File: src/rtl/tmlp_pkg.sv
package tmlp_pkg;

   localparam int FRAC_BITS = 16;
   localparam int N_IN = 3;
   localparam int HIDDEN_UNITS = 4;
   localparam int N_OUT = 2;
   localparam int LR_SHIFT = 24;
   localparam int SAT_W = 70;

   localparam int DIV_STEPS = FRAC_BITS + 1;
   localparam int FWD_STEPS = 4;
   localparam int OUT_STEPS = 3;
   localparam int MRG_STEPS = 3;
   localparam int BWD_STEPS = 19;
   localparam int BWD_W_FIRST = 7;

   typedef logic signed [31:0] word_type;

   typedef enum logic [1:0] {PH_NONE, PH_FWD, PH_OUT, PH_BWD} ph_type;

   typedef struct packed {
      ph_type     ph;
      logic [4:0] step;
   } lane_ctrl_type;

   typedef enum logic [2:0] {S_IDLE, S_DIV, S_FWD, S_OUT, S_MRG, S_POST, S_BWD} st_type;

   // start values, q16.16
   localparam word_type START_HW [N_IN*HIDDEN_UNITS] = '{
      -32'sd101769, 32'sd22484, -32'sd139050, 32'sd84171, -32'sd81497, 32'sd36522,
      32'sd76422, -32'sd240691, -32'sd37438, 32'sd128725, -32'sd130440, -32'sd210825
   };
   localparam word_type START_OW [HIDDEN_UNITS*N_OUT] = '{
      32'sd1717, -32'sd33350, 32'sd170126, -32'sd37945,
      32'sd130589, 32'sd45539, -32'sd113015, 32'sd186778
   };
   localparam word_type START_HB [HIDDEN_UNITS] = '{
      32'sd5913, 32'sd899, 32'sd8091, 32'sd862
   };
   localparam word_type START_OB [N_OUT] = '{32'sd16114, 32'sd10503};

   function automatic word_type sat32(input logic signed [SAT_W-1:0] v);
      word_type r;
      if (v > SAT_W'(64'sh7fffffff)) begin
         r = 32'sh7fffffff;
      end else if (v < -SAT_W'(64'sh80000000)) begin
         r = 32'sh80000000;
      end else begin
         r = v[31:0];
      end
      return r;
   endfunction

endpackage

File: src/rtl/tmlp_div.sv
module tmlp_div import tmlp_pkg::*; (
   input  logic        clock,
   input  logic        start,
   input  logic        run,
   input  logic [15:0] feature,
   input  logic [17:0] sum,
   output logic [16:0] quot
);

   logic [17:0] rem_ff;
   logic        bit_ff;
   logic [16:0] quot_ff;
   logic [18:0] r2;
   logic        ge;
   logic [18:0] diff;

   assign r2   = {rem_ff, bit_ff};
   assign ge   = r2 >= {1'b0, sum};
   assign diff = r2 - {1'b0, sum};
   assign quot = quot_ff;

   // restoring division, one quotient bit a cycle while run is high
   always_ff @(posedge clock) begin
      if (start) begin
         rem_ff  <= {3'b0, feature[15:1]};
         bit_ff  <= feature[0];
         quot_ff <= '0;
      end else if (run) begin
         rem_ff  <= ge ? diff[17:0] : r2[17:0];
         bit_ff  <= 1'b0;
         quot_ff <= {quot_ff[15:0], ge};
      end
   end

endmodule

File: config.mk
export PLATFORM = sky130hd
export DESIGN_NAME = tmlp_div
export DESIGN_NICKNAME = d
export VERILOG_FILES = /design/src/rtl/tmlp_pkg.sv /design/src/rtl/tmlp_div.sv
export SDC_FILE = /design/constraint.sdc
export NUM_CORES = 1
export LEC_CHECK = 0
export BUFFER_PORTS_ARGS = -buffer_cell sky130_fd_sc_hd__buf_2
export CORE_ASPECT_RATIO = 1.4
export CORE_MARGIN = 5
export CORE_UTILIZATION = 56
export DETAILED_ROUTE_END_ITERATION = 8
export PLACE_DENSITY = 0.81
export SLEW_MARGIN = 25
export SYNTH_ARGS = -nofsm -noshare
export SYNTH_HDL_FRONTEND = slang
export SYNTH_SLANG_ARGS = --single-unit
File: constraint.sdc
create_clock -name clock -period 3.65 [get_ports clock]
set_clock_uncertainty 0.1 [all_clocks]
set_input_delay 0 -clock clock [delete_from_list [all_inputs] [get_ports clock]]
set_output_delay 0 -clock clock [all_outputs]
set_load 0.005 [all_outputs]
==> results of run 1 <==
-- cells by family (layout without fill, tap and decap cells) --
| logic type | Yosys count | in the layout |
|---|---|---|
| AO/OA/AOI/OAI | 68 | 68 |
| XOR/XNOR | 11 | 11 |
| adder cells (fa/ha/maj) | 19 | 19 |
| buffers and inverters | 42 | 106 |
| flip-flops | 36 | 36 |
| multiplexers | 27 | 27 |
| AND/OR/NAND/NOR | 89 | 89 |
-- state kept, by name, indices dropped and copies added (netlist names) --
register and count:
bit_ff 1, quot 17, rem_ff 18
-- Yosys cell counts, drive strengths merged, types with 3 or more instances --
cell type / count / area [um^2]
ha: 18 / 225
nand3b: 7 / 52.6
edfxtp: 16 / 480
o21a: 3 / 22.5
a21oi: 17 / 115
nand2b: 4 / 25.0
nand4: 4 / 37.5
xnor2: 5 / 43.8
a211oi: 3 / 22.5
nor4: 3 / 31.3
clkbuf: 6 / 32.5
inv: 26 / 97.6
mux2i: 25 / 250
dfxtp: 20 / 400
a21o: 5 / 38.8
nand3: 4 / 20.0
o311ai: 6 / 52.6
a2111oi: 3 / 46.3
nor2: 27 / 101
nor2b: 4 / 25.0
nor3: 5 / 25.0
xor2: 6 / 52.6
nand2: 23 / 86.3
o21ai: 17 / 88.8
buf: 10 / 93.9
-- area by class of cell --
cell class / count / area [um^2]
Timing Repair Buffer: 72 / 448
Tap cell: 64 / 80.1
Clock inverter: 1 / 5.00
Clock buffer: 7 / 76.3
Inverter: 26 / 97.6
Fill cell: 410 / 1580
Sequential cell: 36 / 881
Multi-Input combinational cell: 214 / 1600
-- cell usage in the layout (no fill, tap or decap), types with 3 or more instances in the layout --
master,count
o21ai_1,9
nand2b_1,4
edfxtp_1,16
mux2i_1,25
dfxtp_1,20
nor2b_1,4
nand3b_1,7
xnor2_1,5
nor3_1,5
a21oi_1,11
o311ai_1,6
nand2_1,23
nor2_1,27
a21oi_2,5
clkbuf_8,5
o21ai_0,7
xor2_1,6
a211oi_1,3
o21a_1,3
dlygate4sd3_1,16
buf_2,53
ha_1,18
a21o_1,4
buf_4,3
nand3_1,4
inv_1,26
-- critical path: stages (launching register included) --
cell and delay, ps:
edfxtp_1 410, ha_1 430, a21oi_4 200, o21ai_1 140
nor4_2 210, a21oi_2 120, a2111oi_4 650, buf_4 280
mux2i_1 220, o21ai_1 80
-- final timing paths --
kind                                      startpoint                   end  slack [ps]  depth (start not counted)
worst min register to register  quot[0]$_SDFFE_PP0P_  quot[0]$_SDFFE_PP0P_         410                          2
worst max register to register  rem_ff[11]$_DFFE_PP_   rem_ff[1]$_DFFE_PP_         550                          9
worst min-delay path                           start  quot[1]$_SDFFE_PP0P_         130                          2
worst max-delay path            rem_ff[11]$_DFFE_PP_   rem_ff[1]$_DFFE_PP_         550                          9
-- power breakdown --
part	internal (uW)	total (uW)	switching, uW
sequential	512	560	47.8
combinational	415	952	537
clock	134	278	144
-- metal layers --
metal / vias up / GRT usage [%]
li1: 1182 / -
met1: 1030 / 25.9
met2: 67 / 35.5
met3: 18 / 3.31
met4: 0 / 10.2
met5: - / 0
-- stage by stage --
stage | cell area [um^2] | setup WS (ps) | hold WS (ps)
after floorplan | 2700 | 1030 | 97.7
after global placement | 2940 | 713 | 186
after detailed placement | 2940 | 563 | 192
after CTS | 3190 | 541 | 118
final | 3190 | 549 | 126
after global routing | 3190 | 331 | 172
-- timing repair --
item | 4_1_cts | 5_1_grt
hold buffers | 16 | 0
buffers inserted | 0 | 0
hold endpoints to repair | 16 | 0
==> flow_summary.ini, run 1 <==
[status]
status = finished, final reports clean

[synthesis]
synthMuxAreaShare_pct = 10.1
yosys.area_share.adder_pct = 9.07
synth.avg_cell_area_um2 = 9.26
synth_top_family_by_area = compound AO/OA/AOI/OAI gates
synth_area_um2 = 2700
synthSimpleGateAreaFrac_pct = 17.1
yosysSeqAreaShare_pct = 32.6
synthCells = 292
synth_edf_count = 16
synth_seq_cells = 36
async_flop_share_pct = 0
synth_nets = 348
ys_warn_count = 0
ys.flop_type = dfxtp_1
synth-xor-area-share_pct = 3.56
yosysUniqueCellTypes = 60
synth_compound_area_share_pct = 19.3

[grt]
grt_use_total_pct = 21.3
grt_pass1_vias = 2397
grt_antenna_before_repair = 0
grt_max_degree = 41
grt_overflow = 0
grt_pass1_wl_mm = 10.5

[drt]
top_layer_used = met4
wl_met2_mm = 3.12
vias = 2297
dr_wl_met3_um = 250
antenna_left = 0
wl_mm = 6.19
avgViaCountPerCell = 5.47
wl_met1_mm = 2.63
drcViolationCount = 0
drt-wirelength-per-cell_um = 14.7
drt_iter0_markers = 134
drt-pass1-iter-count = 4

[clock_network]
htreeDepth = 2
path_clk_slew_ps = 80
root_buffer = clkbuf_8
clockBufferDepth = 2
cts_tree = done
clock_latency_ps = 290
ctsResizeCount = 0
numCtsBuffers = 5
clock-sinks = 36

[pwr]
ir_worst_vdd_v = 0.000329
leakage_uw = 0.00147
power.total_uw = 1790
power_density_nw_per_um2 = 562

[floorplan]
start_util_pct = 56.7
die_w_um = 68.7
die-area_um2 = 6330
rows = 30
boundaryPins = 54
core_um2 = 4770
dieHeight_um = 92.2

[timing]
fin_setup_tns_ps = 0
worst_slew_pin_slew_ps = 654
period_minus_slack_ps = 3100
post-route-period-util_pct = 85.0
setup_viol = 0
finalMaxSlewViolations = 0
rsz0062_at_grt = false
finalHoldViolations = 0
fmax_ghz = 0.323
slew_headroom_pct = 56.4

[final_layout]
nNetsFinal = 411
drive_gt1_share_pct = 22.5
final_cell_count_no_fill = 420
area_delta_synth_final_pct = 17.9
finish.utilization_pct = 66.8
num_antenna_cells = 0

[critical_path]
cp-start-kind = flip-flop
crit_required_ps = 3580
cp-end-kind = flip-flop
crit_type = flip-flop to flip-flop
crit_arrival_ps = 3030
worst-path-max-fanout = 10

[job]
drv_cap = 0

[placement]
hpwl_mm = 4.55
routabilityCongestion = 0.896
dpl.cell_count = 396
port_buffers = 53

[min_path]
hp-class = input port to flip-flop
(Power assumes the default switching activity.)
==> run 2, diff against run 1 <==
==> constraint.sdc (replaced) <==
create_clock -name clock -period 3.2 [get_ports clock]
set_clock_uncertainty 0.1 [all_clocks]
set_input_delay 0 -clock clock [delete_from_list [all_inputs] [get_ports clock]]
set_output_delay 0 -clock clock [all_outputs]
set_load 0.005 [all_outputs]
==> flow_summary.ini, run 2 (synthesis gave the netlist of run 1 again) <==
[floorplan]
dieHeight_um = 92.2
boundaryPins = 54
die_w_um = 68.7
rows = 30
core_um2 = 4770
start_util_pct = 56.7
die-area_um2 = 6330

[timing]
finalHoldViolations = 0
period_minus_slack_ps = 2920
finalMaxSlewViolations = 0
slew_headroom_pct = 57.4
rsz0062_at_grt = false
post-route-period-util_pct = 91.2
fmax_ghz = 0.343
fin_setup_tns_ps = 0
worst_slew_pin_slew_ps = 639
hold_ws_ps = 163
setup_viol = 0

[clock_network]
cts_tree = done
clockBufferDepth = 2
clock_latency_ps = 290
htreeDepth = 2
numCtsBuffers = 5
clock-sinks = 36
root_buffer = clkbuf_8
path_clk_slew_ps = 80
ctsResizeCount = 0

[critical_path]
cp-start-kind = flip-flop
crit_type = flip-flop to flip-flop
worst_path_largest_cell_delay_ps = 430
path_cells = inv_1 > ha_1 > inv_1 > fa_1 > a211oi_1 > o31ai_1 > a41oi_2 > o21ai_0 > xor2_1 > mux2i_1 > mux2i_1
timing.rr.start = bit_ff$_SDFFCE_PN0P_
worst-path-max-fanout = 5
crit_arrival_ps = 2860
slowest_stage = fa_1
crit_required_ps = 3140
crit_start = bit_ff$_SDFFCE_PN0P_
cp-end-kind = flip-flop

[drt]
wl_mm = 6.47
vias = 2379
drt-pass1-iter-count = 4
drt-wirelength-per-cell_um = 15.4
drcViolationCount = 0
drt_iter0_markers = 177
avgViaCountPerCell = 5.65
antenna_left = 0

[final_layout]
final_cell_count_no_fill = 421
drive_gt1_share_pct = 23.2
layout_commonest_cell = buf_2
largest-register = rem_ff
largest_reg_flops = 18
nNetsFinal = 412
layout_common_cells = buf_2 (53), nor2_1 (27), inv_1 (26), mux2i_1 (25), nand2_1 (23)
area_delta_synth_final_pct = 19.2
num_antenna_cells = 0

[placement]
routabilityCongestion = 1.00
port_buffers = 53
hpwl_mm = 4.74
dpl.cell_count = 397

[grt]
grt_antenna_before_repair = 0
grt_overflow = 0
grt_use_total_pct = 22.2
grt_max_degree = 40
grt_pass1_wl_mm = 11.0
grt_pass1_vias = 2498

[pwr]
power_density_nw_per_um2 = 666
power.total_uw = 2150
leakage_uw = 0.00149
ir_worst_vdd_v = 0.000432

[min_path]
hold_start = run
hp-class = input port to flip-flop

[status]
status = finished, final reports clean

[job]
drv_cap = 0
-- run 2: changes by cell type in the layout (fill, tap and decap cells not counted) --
| cell | previous run | this run |
|---|---|---|
| clkbuf_1 | 2 | 0 |
| buf_4 | 3 | 4 |
| clkinv_2 | 1 | 0 |
| clkbuf_16 | 0 | 1 |
| inv_4 | 0 | 1 |
| inv_6 | 0 | 1 |
-- run 2: routing by layer --
layer,vias to the layer above,wire [um],GRT usage [%]
li1,1181,-,-
met1,1096,2610,25.8
met2,78,3310,37.7
met3,24,319,3.80
met4,0,240,11.1
met5,-,0,0
-- run 2: area by class of cell --
cell class	instances	area [um^2]
inverters	26	97.6
fillers	406	1550
clock inverters	2	15.0
clock buffers	6	93.8
repair buffers	73	455
flip-flops and latches	36	881
well taps	64	80.1
multi-input cells	214	1600
-- run 2: timing repair --
action	4_1_cts	5_1_grt
hold buffers	16	0
endpoints found under the hold margin	16	0
buffers inserted	0	0
-- run 2: worst paths after layout --
kind	slack (ps)	cells past startpoint	to
min reg2reg	400	2	quot[0]$_SDFFE_PP0P_
max	280	11	rem_ff[14]$_DFFE_PP_
max reg2reg	280	11	rem_ff[14]$_DFFE_PP_
min	160	3	quot[0]$_SDFFE_PP0P_
-- run 2: stage by stage --
stage	util (%)	instance area, um^2	worst slack (ps)
after CTS	67.6	3220	294
final	67.6	3220	283
after floorplan	-	2700	577
after global placement	61.9	2950	341
after global routing	67.6	3220	69.3
after detailed placement	61.9	2950	320
-- run 2: critical path, delay by kind of cell (launching register included) --
family | cells | cell delay (ps)
AO/OA/AOI/OAI | 4 | 960
XOR/XNOR | 1 | 180
adder cells (fa/ha/maj) | 2 | 610
buffers and inverters | 2 | 150
flip-flops | 1 | 380
multiplexers | 2 | 280
-- run 2: where the power goes --
group	leakage, uW	internal (uW)	switching (uW)	total [uW]
combinational	0.00111	484	632	1120
sequential	0.000328	584	56.6	641
clock	0.0000573	204	184	388
==> run 3, diff against run 2 <==
--- a/config.mk
+++ b/config.mk
@@ -8,9 +8,9 @@
 export BUFFER_PORTS_ARGS = -buffer_cell sky130_fd_sc_hd__buf_2
 export CORE_ASPECT_RATIO = 1.4
 export CORE_MARGIN = 5
-export CORE_UTILIZATION = 56
+export CORE_UTILIZATION = 52
 export DETAILED_ROUTE_END_ITERATION = 8
-export PLACE_DENSITY = 0.81
+export PLACE_DENSITY = 0.76
 export SLEW_MARGIN = 25
 export SYNTH_ARGS = -nofsm -noshare
 export SYNTH_HDL_FRONTEND = slang
==> flow_summary.ini, run 3 (synthesis gave the netlist of run 1 again) <==
[grt]
grt_use_total_pct = 19.4
grt_pass1_wl_mm = 10.5
grt_max_degree = 39
grt_antenna_before_repair = 0
grt_overflow = 0
grt_pass1_vias = 2451

[floorplan]
start_util_pct = 52.8
die-area_um2 = 6760
boundaryPins = 54
die_w_um = 70.9
core_um2 = 5120
rows = 31
dieHeight_um = 95.3

[clock_network]
root_buffer = clkbuf_8
path_clk_slew_ps = 70
clock_latency_ps = 290
cts_tree = done
cts_setup_buffers = 0
clockBufferDepth = 2
clock-sinks = 36
numCtsBuffers = 5
htreeDepth = 2

[timing]
finalHoldViolations = 0
setup_viol = 0
hold_ws_ps = 108
fmax_ghz = 0.334
post-route-period-util_pct = 93.6
slew_headroom_pct = 59.8
fin_setup_tns_ps = 0
finalMaxSlewViolations = 0
rsz0062_at_grt = false
period_minus_slack_ps = 2990
worst_slew_pin_slew_ps = 602

[critical_path]
worst-path-max-fanout = 5
cp-start-kind = flip-flop
crit_arrival_ps = 2940
crit_required_ps = 3140
crit_type = flip-flop to flip-flop
cp-end-kind = flip-flop

[min_path]
hp-class = input port to flip-flop

[final_layout]
drive_gt1_share_pct = 23.2
largest-register = rem_ff
nNetsFinal = 412
final_cell_count_no_fill = 423
area_delta_synth_final_pct = 19.1
fillers = 442
layout_common_cells = buf_2 (53), nor2_1 (27), inv_1 (26), mux2i_1 (25), nand2_1 (23)
num_antenna_cells = 0
layout_commonest_cell = buf_2
largest_reg_flops = 18

[placement]
dpl.cell_count = 399
routabilityCongestion = 0.891
hpwl_mm = 4.59
port_buffers = 53

[drt]
drcViolationCount = 0
avgViaCountPerCell = 5.54
drt-pass1-iter-count = 5
vias = 2345
drt-wirelength-per-cell_um = 14.7
drt_iter0_markers = 128
wl_mm = 6.21
antenna_left = 0

[job]
drv_cap = 0

[pwr]
ir_worst_vdd_v = 0.000385
power_density_nw_per_um2 = 658
leakage_uw = 0.00149

[status]
status = finished, final reports clean
-- run 3: changes by cell type in the layout (fill, tap and decap cells not counted), sizes merged --
| cell | previous run | this run |
|---|---|---|
| clkinv | 0 | 1 |
| inv | 28 | 27 |
-- run 3: layout make-up --
cell class,count,area [um^2],area share [%]
multi-input combinational,214,1600,49.6
sequential,36,881,27.4
timing repair buffer,73,455,14.1
inverter,26,97.6,3.03
clock buffer,6,93.8,2.91
tap,66,82.6,2.57
clock inverter,2,11.3,0.350
-- run 3: final timing paths --
check / slack [ps] / end / startpoint / cells past startpoint
max: 210 / rem_ff[12]$_DFFE_PP_ / bit_ff$_SDFFCE_PN0P_ / 11
min: 110 / quot[12]$_SDFFE_PP0P_ / start / 2
max reg2reg: 210 / rem_ff[12]$_DFFE_PP_ / bit_ff$_SDFFCE_PN0P_ / 11
min reg2reg: 410 / quot[0]$_SDFFE_PP0P_ / quot[0]$_SDFFE_PP0P_ / 2
-- run 3: where the power goes --
group          switching, uW  leakage [uW]  internal [uW]  total, uW
logic                    623       0.00111            479       1100
registers               54.0      0.000328            584        638
clock network            179     0.0000566            200        378
-- run 3: repair_timing --
action,CTS,global route
hold buffers,16,0
gates resized for setup,0,0
endpoints found under the hold margin,16,0
-- run 3: worst max-delay path, cell delays in order (launching register included) --
cell and delay [ps]:
edfxtp_1 380, inv_1 90, ha_1 170, inv_1 60, fa_1 430, a211oi_1 280, o31ai_1 150, a41oi_2 370
nor3_1 90, a311o_1 340, mux2i_1 210, o21ai_1 80
-- run 3: layer usage --
| metal | global-route usage [%] | wire length (um) |
|---|---|---|
| met1 | 21.3 | 2530 |
| met3 | 4.43 | 358 |
| met5 | 0 | 0 |
| met4 | 8.46 | 152 |
| met2 | 35.2 | 3170 |
-- run 3: metrics by stage --
stage          power [uW]  utilization, %  setup slack [ps]  instance area (um^2)
2_1_floorplan        1550               -               577                  2700
3_3_place_gp         1710            57.7               293                  2950
5_1_grt              2280            62.9              45.1                  3220
3_5_place_dp         1720            57.7               248                  2950
6_report             2120            62.9               205                  3220
4_1_cts              2130            62.9               221                  3220
